**src/hw/rtl/itr_pkg.sv**
```systemverilog
`timescale 1ns / 1ps
// ----------------------------------------------------------------------------
// itr_pkg: shared types and constants for integer_to_radix_text
// Digit and radix widths, the glyph table and the control structs that pass
// between the sequencer, the serial divider and the digit stack.
// ----------------------------------------------------------------------------
package itr_pkg;

  localparam int DIGIT_W = 4;
  localparam int RADIX_W = 5;
  localparam int CHAR_W  = 8;

  localparam logic [RADIX_W-1:0] RADIX_RESET = 5'd10;
  localparam logic [RADIX_W-1:0] RADIX_MIN   = 5'd2;
  localparam logic [RADIX_W-1:0] RADIX_MAX   = 5'd16;
  localparam logic [RADIX_W-1:0] RADIX_DEC   = 5'd10;

  localparam logic [CHAR_W-1:0] CHAR_MINUS = 8'h2D;

  // divider status toward the sequencer
  typedef struct packed {
    logic done;     // one-cycle pulse: quotient and remainder are settled
    logic nonzero;  // quotient of the finished pass is not zero
  } div_stat_t;

  // digit stack commands from the sequencer
  typedef struct packed {
    logic push;
    logic pop;
  } stk_ctrl_t;

  function automatic logic [CHAR_W-1:0] digit_glyph(input logic [DIGIT_W-1:0] d);
    logic [CHAR_W-1:0] g;
    unique case (d)
      4'd0:  g = 8'h30;
      4'd1:  g = 8'h31;
      4'd2:  g = 8'h32;
      4'd3:  g = 8'h33;
      4'd4:  g = 8'h34;
      4'd5:  g = 8'h35;
      4'd6:  g = 8'h36;
      4'd7:  g = 8'h37;
      4'd8:  g = 8'h38;
      4'd9:  g = 8'h39;
      4'd10: g = 8'h41;
      4'd11: g = 8'h42;
      4'd12: g = 8'h43;
      4'd13: g = 8'h44;
      4'd14: g = 8'h45;
      default: g = 8'h46;
    endcase
    return g;
  endfunction

endpackage

```
**src/hw/rtl/integer_to_radix_text.sv**
```systemverilog
`timescale 1ns / 1ps
// ----------------------------------------------------------------------------
// integer_to_radix_text: signed integer to ASCII text, radix 2 to 16
// Converts one VALUE_BITS-bit integer per transaction into a run of ASCII
// characters, most significant digit first, last character flagged.
// ----------------------------------------------------------------------------
// Usage:
//   Input channel (in_valid/in_ready/in_value) takes one integer per
//   transaction; in_ready is high only while no conversion is in progress.
//   Output channel (out_valid/out_ready/out_character/out_last) gives one
//   character per transaction; out_last marks the end of each number.
//   cfg_wr_en/cfg_wr_data set the radix; values below 2 or above 16 are
//   clamped. Write it only while the block is idle. Reset radix is 10.
//   Decimal negatives get a leading '-'; other radices read the bits as
//   unsigned.
// Flow:
//   Each digit costs one pass of a bit-serial divider. After all digits
//   are found, each digit character passes through S_READ, S_SHOW and
//   S_WAIT, and a leading '-' is loaded straight into the output register
//   as the last divider pass ends.
// Reset: synchronous, active low; clears the sequencer, divider control, the
//   digit stack pointer and the output valid, and sets the radix to 10.
// Stall: a pending character holds in the output register until out_ready;
//   conversion work waits meanwhile.
// ----------------------------------------------------------------------------
module integer_to_radix_text
  import itr_pkg::*;
#(
  parameter int VALUE_BITS = 32
) (
  input  logic                  clk,
  input  logic                  rst_n,
  // configuration
  input  logic                  cfg_wr_en,
  input  logic [RADIX_W-1:0]    cfg_wr_data,
  // input channel
  input  logic                  in_valid,
  output logic                  in_ready,
  input  logic [VALUE_BITS-1:0] in_value,
  // result channel
  output logic                  out_valid,
  input  logic                  out_ready,
  output logic [CHAR_W-1:0]     out_character,
  output logic                  out_last
);

  localparam int PTR_W = $clog2(VALUE_BITS + 1);

  typedef enum logic [4:0] {
    S_IDLE = 5'b00001,  // waiting for an input transaction
    S_DIV  = 5'b00010,  // divider pass in flight
    S_READ = 5'b00100,  // pop issued to the digit stack
    S_SHOW = 5'b01000,  // popped digit loads the output register
    S_WAIT = 5'b10000   // character waits for the receiver
  } state_t;

  state_t              state_r, state_nxt;
  logic [RADIX_W-1:0]  radix_r, radix_nxt;
  logic                minus_r, minus_nxt;
  logic                out_valid_r, out_valid_nxt;
  logic [CHAR_W-1:0]   out_char_r, out_char_nxt;
  logic                out_last_r, out_last_nxt;

  // divider and stack hookup
  div_stat_t             div_stat;
  logic                  div_start;
  logic [VALUE_BITS-1:0] div_dividend;
  logic [VALUE_BITS-1:0] div_quot;
  logic [DIGIT_W-1:0]    div_rem;
  stk_ctrl_t             stk_ctrl;
  logic [DIGIT_W-1:0]    stk_digit;
  logic [PTR_W-1:0]      stk_depth;

  logic                  in_xact;
  logic                  in_neg;
  logic [VALUE_BITS-1:0] in_mag;

  assign in_ready = (state_r == S_IDLE);
  assign in_xact  = in_valid & in_ready;

  // sign only matters in decimal; the most negative value negates to itself,
  // which is its correct unsigned magnitude
  assign in_neg = (radix_r == RADIX_DEC) & in_value[VALUE_BITS-1];
  assign in_mag = in_neg ? (~in_value + 1'b1) : in_value;

  // radix register with clamping on write
  always_comb begin
    radix_nxt = radix_r;
    if (cfg_wr_en) begin
      if (cfg_wr_data < RADIX_MIN) begin
        radix_nxt = RADIX_MIN;
      end else if (cfg_wr_data > RADIX_MAX) begin
        radix_nxt = RADIX_MAX;
      end else begin
        radix_nxt = cfg_wr_data;
      end
    end
  end

  // sequencer
  always_comb begin
    state_nxt     = state_r;
    minus_nxt     = minus_r;
    out_valid_nxt = out_valid_r;
    out_char_nxt  = out_char_r;
    out_last_nxt  = out_last_r;
    div_start     = 1'b0;
    div_dividend  = div_quot;
    stk_ctrl      = '0;

    unique case (state_r)
      S_IDLE: begin
        if (in_xact) begin
          minus_nxt    = in_neg;
          div_start    = 1'b1;
          div_dividend = in_mag;
          state_nxt    = S_DIV;
        end
      end
      S_DIV: begin
        if (div_stat.done) begin
          stk_ctrl.push = 1'b1;
          if (div_stat.nonzero) begin
            // more digits: divide the quotient again
            div_start = 1'b1;
          end else if (minus_r) begin
            out_valid_nxt = 1'b1;
            out_char_nxt  = CHAR_MINUS;
            out_last_nxt  = 1'b0;
            state_nxt     = S_WAIT;
          end else begin
            state_nxt = S_READ;
          end
        end
      end
      S_READ: begin
        stk_ctrl.pop = 1'b1;
        state_nxt    = S_SHOW;
      end
      S_SHOW: begin
        out_valid_nxt = 1'b1;
        out_char_nxt  = digit_glyph(stk_digit);
        out_last_nxt  = (stk_depth == '0);
        state_nxt     = S_WAIT;
      end
      S_WAIT: begin
        if (out_ready) begin
          out_valid_nxt = 1'b0;
          state_nxt     = (stk_depth == '0) ? S_IDLE : S_READ;
        end
      end
      default: begin
        state_nxt = S_IDLE;
      end
    endcase
  end

  always_ff @(posedge clk) begin
    if (!rst_n) begin
      state_r     <= S_IDLE;
      radix_r     <= RADIX_RESET;
      out_valid_r <= 1'b0;
      minus_r     <= 1'b0;
    end else begin
      state_r     <= state_nxt;
      radix_r     <= radix_nxt;
      out_valid_r <= out_valid_nxt;
      minus_r     <= minus_nxt;
    end
    out_char_r <= out_char_nxt;
    out_last_r <= out_last_nxt;
  end

  itr_divider #(
    .VALUE_BITS (VALUE_BITS)
  ) u_divider (
    .clk       (clk),
    .rst_n     (rst_n),
    .start     (div_start),
    .dividend  (div_dividend),
    .radix     (radix_r),
    .stat      (div_stat),
    .quotient  (div_quot),
    .remainder (div_rem)
  );

  itr_digit_stack #(
    .VALUE_BITS (VALUE_BITS)
  ) u_digit_stack (
    .clk        (clk),
    .rst_n      (rst_n),
    .ctrl       (stk_ctrl),
    .push_digit (div_rem),
    .pop_digit  (stk_digit),
    .depth      (stk_depth)
  );

  assign out_valid     = out_valid_r;
  assign out_character = out_char_r;
  assign out_last      = out_last_r;

endmodule

```
**src/hw/rtl/itr_divider.sv**
```systemverilog
`timescale 1ns / 1ps
// ----------------------------------------------------------------------------
// itr_divider: bit-serial restoring divider
// Divides a VALUE_BITS-bit word by the radix one dividend bit per cycle; the
// quotient shifts back into the dividend register.
// ----------------------------------------------------------------------------
module itr_divider
  import itr_pkg::*;
#(
  parameter int VALUE_BITS = 32
) (
  input  logic                  clk,
  input  logic                  rst_n,
  input  logic                  start,
  input  logic [VALUE_BITS-1:0] dividend,
  input  logic [RADIX_W-1:0]    radix,
  output div_stat_t             stat,
  output logic [VALUE_BITS-1:0] quotient,
  output logic [DIGIT_W-1:0]    remainder
);

  localparam int CNT_W = (VALUE_BITS > 1) ? $clog2(VALUE_BITS) : 1;

  logic [VALUE_BITS-1:0] num_r, num_nxt;
  logic [DIGIT_W-1:0]    rem_r, rem_nxt;
  logic                  nz_r, nz_nxt;
  logic [CNT_W-1:0]      cnt_r, cnt_nxt;
  logic                  busy_r, busy_nxt;
  logic                  done_r, done_nxt;

  logic [RADIX_W-1:0] rem_sh;
  logic [RADIX_W-1:0] rem_sub;
  logic               ge;

  assign rem_sh  = {rem_r, num_r[VALUE_BITS-1]};
  assign ge      = (rem_sh >= radix);
  assign rem_sub = rem_sh - radix;

  always_comb begin
    num_nxt  = num_r;
    rem_nxt  = rem_r;
    nz_nxt   = nz_r;
    cnt_nxt  = cnt_r;
    busy_nxt = busy_r;
    done_nxt = 1'b0;
    if (start) begin
      num_nxt  = dividend;
      rem_nxt  = '0;
      nz_nxt   = 1'b0;
      cnt_nxt  = CNT_W'(VALUE_BITS - 1);
      busy_nxt = 1'b1;
    end else if (busy_r) begin
      // remainder stays below the radix, so four bits hold it
      rem_nxt = ge ? rem_sub[DIGIT_W-1:0] : rem_sh[DIGIT_W-1:0];
      num_nxt = {num_r[VALUE_BITS-2:0], ge};
      nz_nxt  = nz_r | ge;
      cnt_nxt = cnt_r - 1'b1;
      if (cnt_r == '0) begin
        busy_nxt = 1'b0;
        done_nxt = 1'b1;
      end
    end
  end

  always_ff @(posedge clk) begin
    if (!rst_n) begin
      busy_r <= 1'b0;
      done_r <= 1'b0;
    end else begin
      busy_r <= busy_nxt;
      done_r <= done_nxt;
    end
    num_r <= num_nxt;
    rem_r <= rem_nxt;
    nz_r  <= nz_nxt;
    cnt_r <= cnt_nxt;
  end

  assign stat.done    = done_r;
  assign stat.nonzero = nz_r;
  assign quotient     = num_r;
  assign remainder    = rem_r;

endmodule

```
**src/hw/rtl/itr_digit_stack.sv**
```systemverilog
`timescale 1ns / 1ps
// ----------------------------------------------------------------------------
// itr_digit_stack: last-in first-out store for digits
// Digits arrive least significant first and leave most significant first.
// ----------------------------------------------------------------------------
module itr_digit_stack
  import itr_pkg::*;
#(
  parameter int VALUE_BITS = 32
) (
  input  logic                             clk,
  input  logic                             rst_n,
  input  stk_ctrl_t                        ctrl,
  input  logic [DIGIT_W-1:0]               push_digit,
  output logic [DIGIT_W-1:0]               pop_digit,
  output logic [$clog2(VALUE_BITS+1)-1:0]  depth
);

  localparam int PTR_W  = $clog2(VALUE_BITS + 1);
  localparam int ADDR_W = (VALUE_BITS > 1) ? $clog2(VALUE_BITS) : 1;

  logic [DIGIT_W-1:0] mem [VALUE_BITS];
  logic [PTR_W-1:0]   ptr_r, ptr_nxt;
  logic [PTR_W-1:0]   ptr_dec;
  logic [DIGIT_W-1:0] rd_r;

  assign ptr_dec = ptr_r - 1'b1;

  always_comb begin
    ptr_nxt = ptr_r;
    if (ctrl.push) begin
      ptr_nxt = ptr_r + 1'b1;
    end else if (ctrl.pop) begin
      ptr_nxt = ptr_dec;
    end
  end

  always_ff @(posedge clk) begin
    if (!rst_n) begin
      ptr_r <= '0;
    end else begin
      ptr_r <= ptr_nxt;
    end
  end

  always_ff @(posedge clk) begin
    if (ctrl.push) begin
      mem[ptr_r[ADDR_W-1:0]] <= push_digit;
    end
    if (ctrl.pop) begin
      rd_r <= mem[ptr_dec[ADDR_W-1:0]];
    end
  end

  assign pop_digit = rd_r;
  assign depth     = ptr_r;

endmodule
```
**config.mk**
```make
export PLATFORM = sky130hd
export DESIGN_NAME = integer_to_radix_text
export DESIGN_NICKNAME = d
export VERILOG_FILES = /design/src/hw/rtl/itr_pkg.sv /design/src/hw/rtl/integer_to_radix_text.sv /design/src/hw/rtl/itr_divider.sv /design/src/hw/rtl/itr_digit_stack.sv
export SDC_FILE = /design/constraint.sdc
export NUM_CORES = 1
export LEC_CHECK = 0
export BUFFER_PORTS_ARGS = -buffer_cell sky130_fd_sc_hd__buf_4
export CORE_MARGIN = 5
export CORE_UTILIZATION = 68
export CTS_BUF_LIST = sky130_fd_sc_hd__clkbuf_2 sky130_fd_sc_hd__clkbuf_4 sky130_fd_sc_hd__clkbuf_8
export DETAILED_ROUTE_END_ITERATION = 10
export GPL_TIMING_DRIVEN = 0
export PLACE_DENSITY = 0.88
export SYNTH_ARGS = -nofsm -noshare
export SYNTH_HDL_FRONTEND = slang
export SYNTH_SLANG_ARGS = --single-unit
```
**constraint.sdc**
```tcl
create_clock -name clk -period 6.45 [get_ports clk]
set_input_delay 0 -clock clk [delete_from_list [all_inputs] [get_ports clk]]
set_output_delay 0 -clock clk [all_outputs]
set_load 0.005 [all_outputs]
```
==> metrics.md <==
| Metric | Value |
|---|---|
| Run status | complete, no violations |
| FFs w/ async S/R, synth | 0 |
| Max Clock Skew | 0.0289 ns |
| Worst-path clk slew | 0.06 ns |
| Final setup fails | 0 |
| Vias in the first global route | 6946 |
| # rows | 42 |
| Utilization after layout | 0.834 |
| Post-route DRC | 0 |
| Die Y | approximately 130 um |
| Via density | 6.65 |
| Final hold violations | 0 |
| GRT Overall Usage | 0.301 |
| Pwr dens | roughly 280 nW/um2 |
| Synth warn | 0 |
| Top layer in use | met5 |
| Multi-input logic area | roughly 3400 um2 |
| CP max FO | 10 |
| Largest family of logic cells by synthesized area | simple AND/OR/NAND/NOR gates |
| Port Buffers | a little under 50 |
| Setup repair after global routing missed its margin | no |
| Synth Register Bits | just over 200 |
| Place WS | 2.70 ns |
| Root Buffer | clkbuf_8 |
| CTS H-Tree Depth | 2 |
| Initial Util | 0.702 |
| Fin cells | 1045 |
| Clock Path Buffers | 3 |
| Core ar. | 13300 um2 |
| Worst skew pair latency | approximately 0.53 ns |
| Main synth FF type | edfxtp_1 |
| Largest net degree at the start of global routing | 37 |
| Worst vdd ir | 0.185 mV |
| Fin crit period | between 3 and 4 ns |
| Die Area | roughly 16000 um2 |
| Synthesized area | 9360 um2 |
| Critical path type | flop to flop |
| Die W | about 130 um |
| Filler cells | 590 |
| WL per Instance | 23.1 um |
| Sequential share of the synthesized area | 0.616 |
| Adder-Cell Fraction of Synth Area | 0.0222 |
| Final instance area | 11100 um2 |
| Endpoint type of the worst setup path | flop |
| IO Count | 53 |
| Resize count post-CTS | 0 |
| Normalized max-slew margin | 0.0770 |
| Share of layout cells above drive strength 1 | 0.190 |
| CP Launch Type | flop |
| Routed Antenna Nets | 0 |
| Max Cap Viol | 0 |
| First-pass GRT wire length | 37.6 mm |
| Routed vias | 6951 |
| TritonCTS clock tree | done |
| CP Cell Sequence | buf_2 -> buf_2 -> inv_1 -> ha_1 -> clkbuf_1 -> clkbuf_1 -> mux4_2 -> mux2i_1 -> o22ai_1 -> a211o_1 |
| Clock share of power | 0.392 |
| Lkg Pwr | roughly 4.0 nW |
| Slew @ Worst Pin | 1.38 ns |
| Worst endpoint required time | ~6.7 ns |
| Synth Area in Simple Gates | 0.120 |
| Cell with the largest stage delay on the worst path | clkbuf_1 |
| Mux cell area share after synthesis | 0.0933 |
| GPL Wtd Cong | approximately 0.9 |
| Arrival time of the worst setup path | slightly above 4 ns |
| Logic pwr share | 0.090 |
| Fin Setup TNS | 0 ns |
| Antenna violations before repair | 3 |
| Reg power frac | 0.518 |
| Final WS setup | 2.61 ns |
| Cells after Synth | 715 |
| Final #Nets | 903 |
| Sequential cell area | 5770 um2 |
| Crit. Startpoint | u_digit_stack.depth[0] |
| Int Pwr | 2.36 mW |
| Drt total wl | about 24 mm |
| CTS Buf Count | 34 |
| Placed Instance Area | approximately 10000 um2 |
| Clock net sink count | 202 |
| Final HPWL DP | between 10 and 15 mm |
| DR WL met3 | 2.44 mm |
| Net Sw Frac | 0.240 |
| Xor/xnor cell area share of the yosys netlist | 0.0393 |
| WL met2 | 12.1 mm |
| Min-delay src | cfg_wr_en |
| Metal1 wirelength | between 8 and 9 mm |
| Mean Syn Cell Area | around 13 um2 |
| RR Startpoint | u_digit_stack.depth[0] |
| HP Class | input port to flop |
| Sw Pwr | 0.745 mW |
| Max Fclk | 260 MHz |
| Syn_nets | 773 |
| Post-synth EDFFs | 172 |
| Slew Limit Fails | 0 |
| Global route overflow | 0 |
| Tcrit/Tclk final | 0.596 |
| Compound-Gate Fraction of Synth Area | 0.0831 |
| Dpl cells | 940 |
| Area Growth Syn to Fin | 18.8% |
| Synth cell types | 67 |
| DRT iter0 DRCs | 1072 |
| Drt pass-1 iters | 8 |
| Slowest stage delay, CP | 0.52 ns |
==> power groups by stage <==
| stage | logic (mW) | clock network [mW] | registers [mW] |
|---|---|---|---|
| after detailed placement | 0.238 | 0 | 1.63 |
| after global routing | 0.298 | 1.29 | 1.61 |
| after CTS | 0.263 | 1.21 | 1.61 |
| final | 0.279 | 1.22 | 1.61 |
| after global placement | 0.220 | 0 | 1.62 |
| after floorplan | 0.160 | 0 | 1.59 |
==> critical path: cells and delay by family, from the launching register on <==
kind	cells	cell delay [ns]
buf+inv	5	1.77
compound gates	2	0.50
mux	2	0.61
fa+ha+maj	1	0.31
flops	1	0.40
==> layer usage <==
metal | track usage | up-vias
li1 | - | 2953
met1 | 0.379 | 3353
met2 | 0.505 | 526
met3 | 0.0605 | 117
met4 | 0.144 | 2
met5 | 0 | -
==> per-stage QoR <==
stage | total power [mW] | hold slack [ns]
floorplan | 1.75 | 0.154
global placement | 1.84 | 0.281
detailed placement | 1.87 | 0.308
CTS | 3.08 | 0.0126
global route | 3.20 | 0.0919
finish | 3.10 | 0.0476
==> timing repair <==
| action | in CTS | in global routing |
|---|---|---|
| hold buffers | 45 | 0 |
| setup buffers | 0 | 0 |
| hold endpoints to repair | 49 | 0 |
==> cells in the mapped netlist (3+ instances only) <==
cell type / n / area share
ha_1: 15 / 0.020
a31oi_1: 11 / 0.0073
a21boi_0: 3 / 0.0024
mux2i_1: 13 / 0.014
o21a_1: 3 / 0.0024
nand3b_1: 6 / 0.0048
a21o_1: 3 / 0.0024
nand2_1: 80 / 0.032
xor2_1: 17 / 0.016
nor2_1: 55 / 0.022
or4_1: 5 / 0.0040
nor4b_1: 3 / 0.0028
mux4_2: 32 / 0.077
a21oi_1: 19 / 0.010
nor2b_1: 8 / 0.0053
and3_1: 3 / 0.0020
a211o_1: 4 / 0.0037
o31ai_1: 4 / 0.0032
nand2b_1: 6 / 0.0040
and2_1: 7 / 0.0047
o21ai_0: 41 / 0.022
o211ai_1: 3 / 0.0024
a41oi_1: 4 / 0.0037
nor4_1: 5 / 0.0033
clkbuf_1: 19 / 0.0076
xnor2_1: 25 / 0.023
inv_1: 25 / 0.010
nand3_1: 10 / 0.0053
buf_2: 6 / 0.0032
nor3_1: 14 / 0.0075
or3_1: 4 / 0.0027
dfxtp_1: 30 / 0.064
o21ai_1: 6 / 0.0032
buf_1: 3 / 0.0012
or2_2: 5 / 0.0033
edfxtp_1: 172 / 0.55
o22ai_1: 6 / 0.0040
==> worst paths after layout <==
| check | endpoint | slack, ns | cells past startpoint |
|---|---|---|---|
| min reg2reg | u_divider.cnt_r[1] | 0.52 | 2 |
| min | radix_r[2] | 0.05 | 4 |
| max reg2reg | u_digit_stack.pop_digit[3] | 2.61 | 10 |
| max | u_digit_stack.pop_digit[3] | 2.61 | 10 |
==> cell type report <==
cell class                      count  share of cell area
Sequential cell                   202               0.518
Multi-Input combinational cell    456               0.301
Timing Repair Buffer               94              0.0735
Clock buffer                       48              0.0532
Tap cell                          176              0.0198
Buffer                             32              0.0137
Clock inverter                     10              0.0112
Inverter                           25             0.00843
Antenna cell                        2            0.000450
==> cell families (layout without fill, tap and decap cells) <==
kind of cell | count (synthesis) | count (layout)
and+or+nand+nor | 228 | 228
other | 1 | 3
buffers and inverters | 57 | 209
DFF | 202 | 202
AOI/OAI and AO/OA | 122 | 122
adders and majority gates | 16 | 16
xor gates and xnor gates | 42 | 42
muxes | 47 | 47
==> state kept, by name (all words and copies together) (netlist names) <==
signal,count
minus_r,1
out_character,7
out_last,1
out_valid,1
radix_r,5
state_r,5
u_digit_stack.depth,6
u_digit_stack.mem,128
u_digit_stack.pop_digit,4
u_divider.busy_r,1
u_divider.cnt_r,5
u_divider.done_r,1
u_divider.nz_r,1
u_divider.quotient,32
u_divider.remainder,4
==> cell usage in the layout, fill, tap and decap left out, types with 5 or more instances in the layout <==
| cell type | count |
|---|---|
| edfxtp_1 | 172 |
| nand2_1 | 80 |
| nor2_1 | 55 |
| buf_4 | 51 |
| dlygate4sd3_1 | 45 |
| o21ai_0 | 41 |
| clkbuf_8 | 38 |
| mux4_2 | 32 |
| dfxtp_1 | 29 |
| inv_1 | 25 |
| xnor2_1 | 25 |
| clkbuf_1 | 19 |
| a21oi_1 | 19 |
| xor2_1 | 17 |
| ha_1 | 15 |
| nor3_1 | 14 |
| mux2i_1 | 13 |
| a31oi_1 | 11 |
| clkbuf_4 | 11 |
| nand3_1 | 10 |
| nor2b_1 | 8 |
| and2_1 | 7 |
| buf_2 | 6 |
| nand3b_1 | 6 |
| o21ai_1 | 6 |
| nand2b_1 | 6 |
| o22ai_1 | 6 |
| nor4_1 | 5 |
| or4_1 | 5 |
| or2_2 | 5 |
No activity file was read; power rests on OpenSTA's default activity.
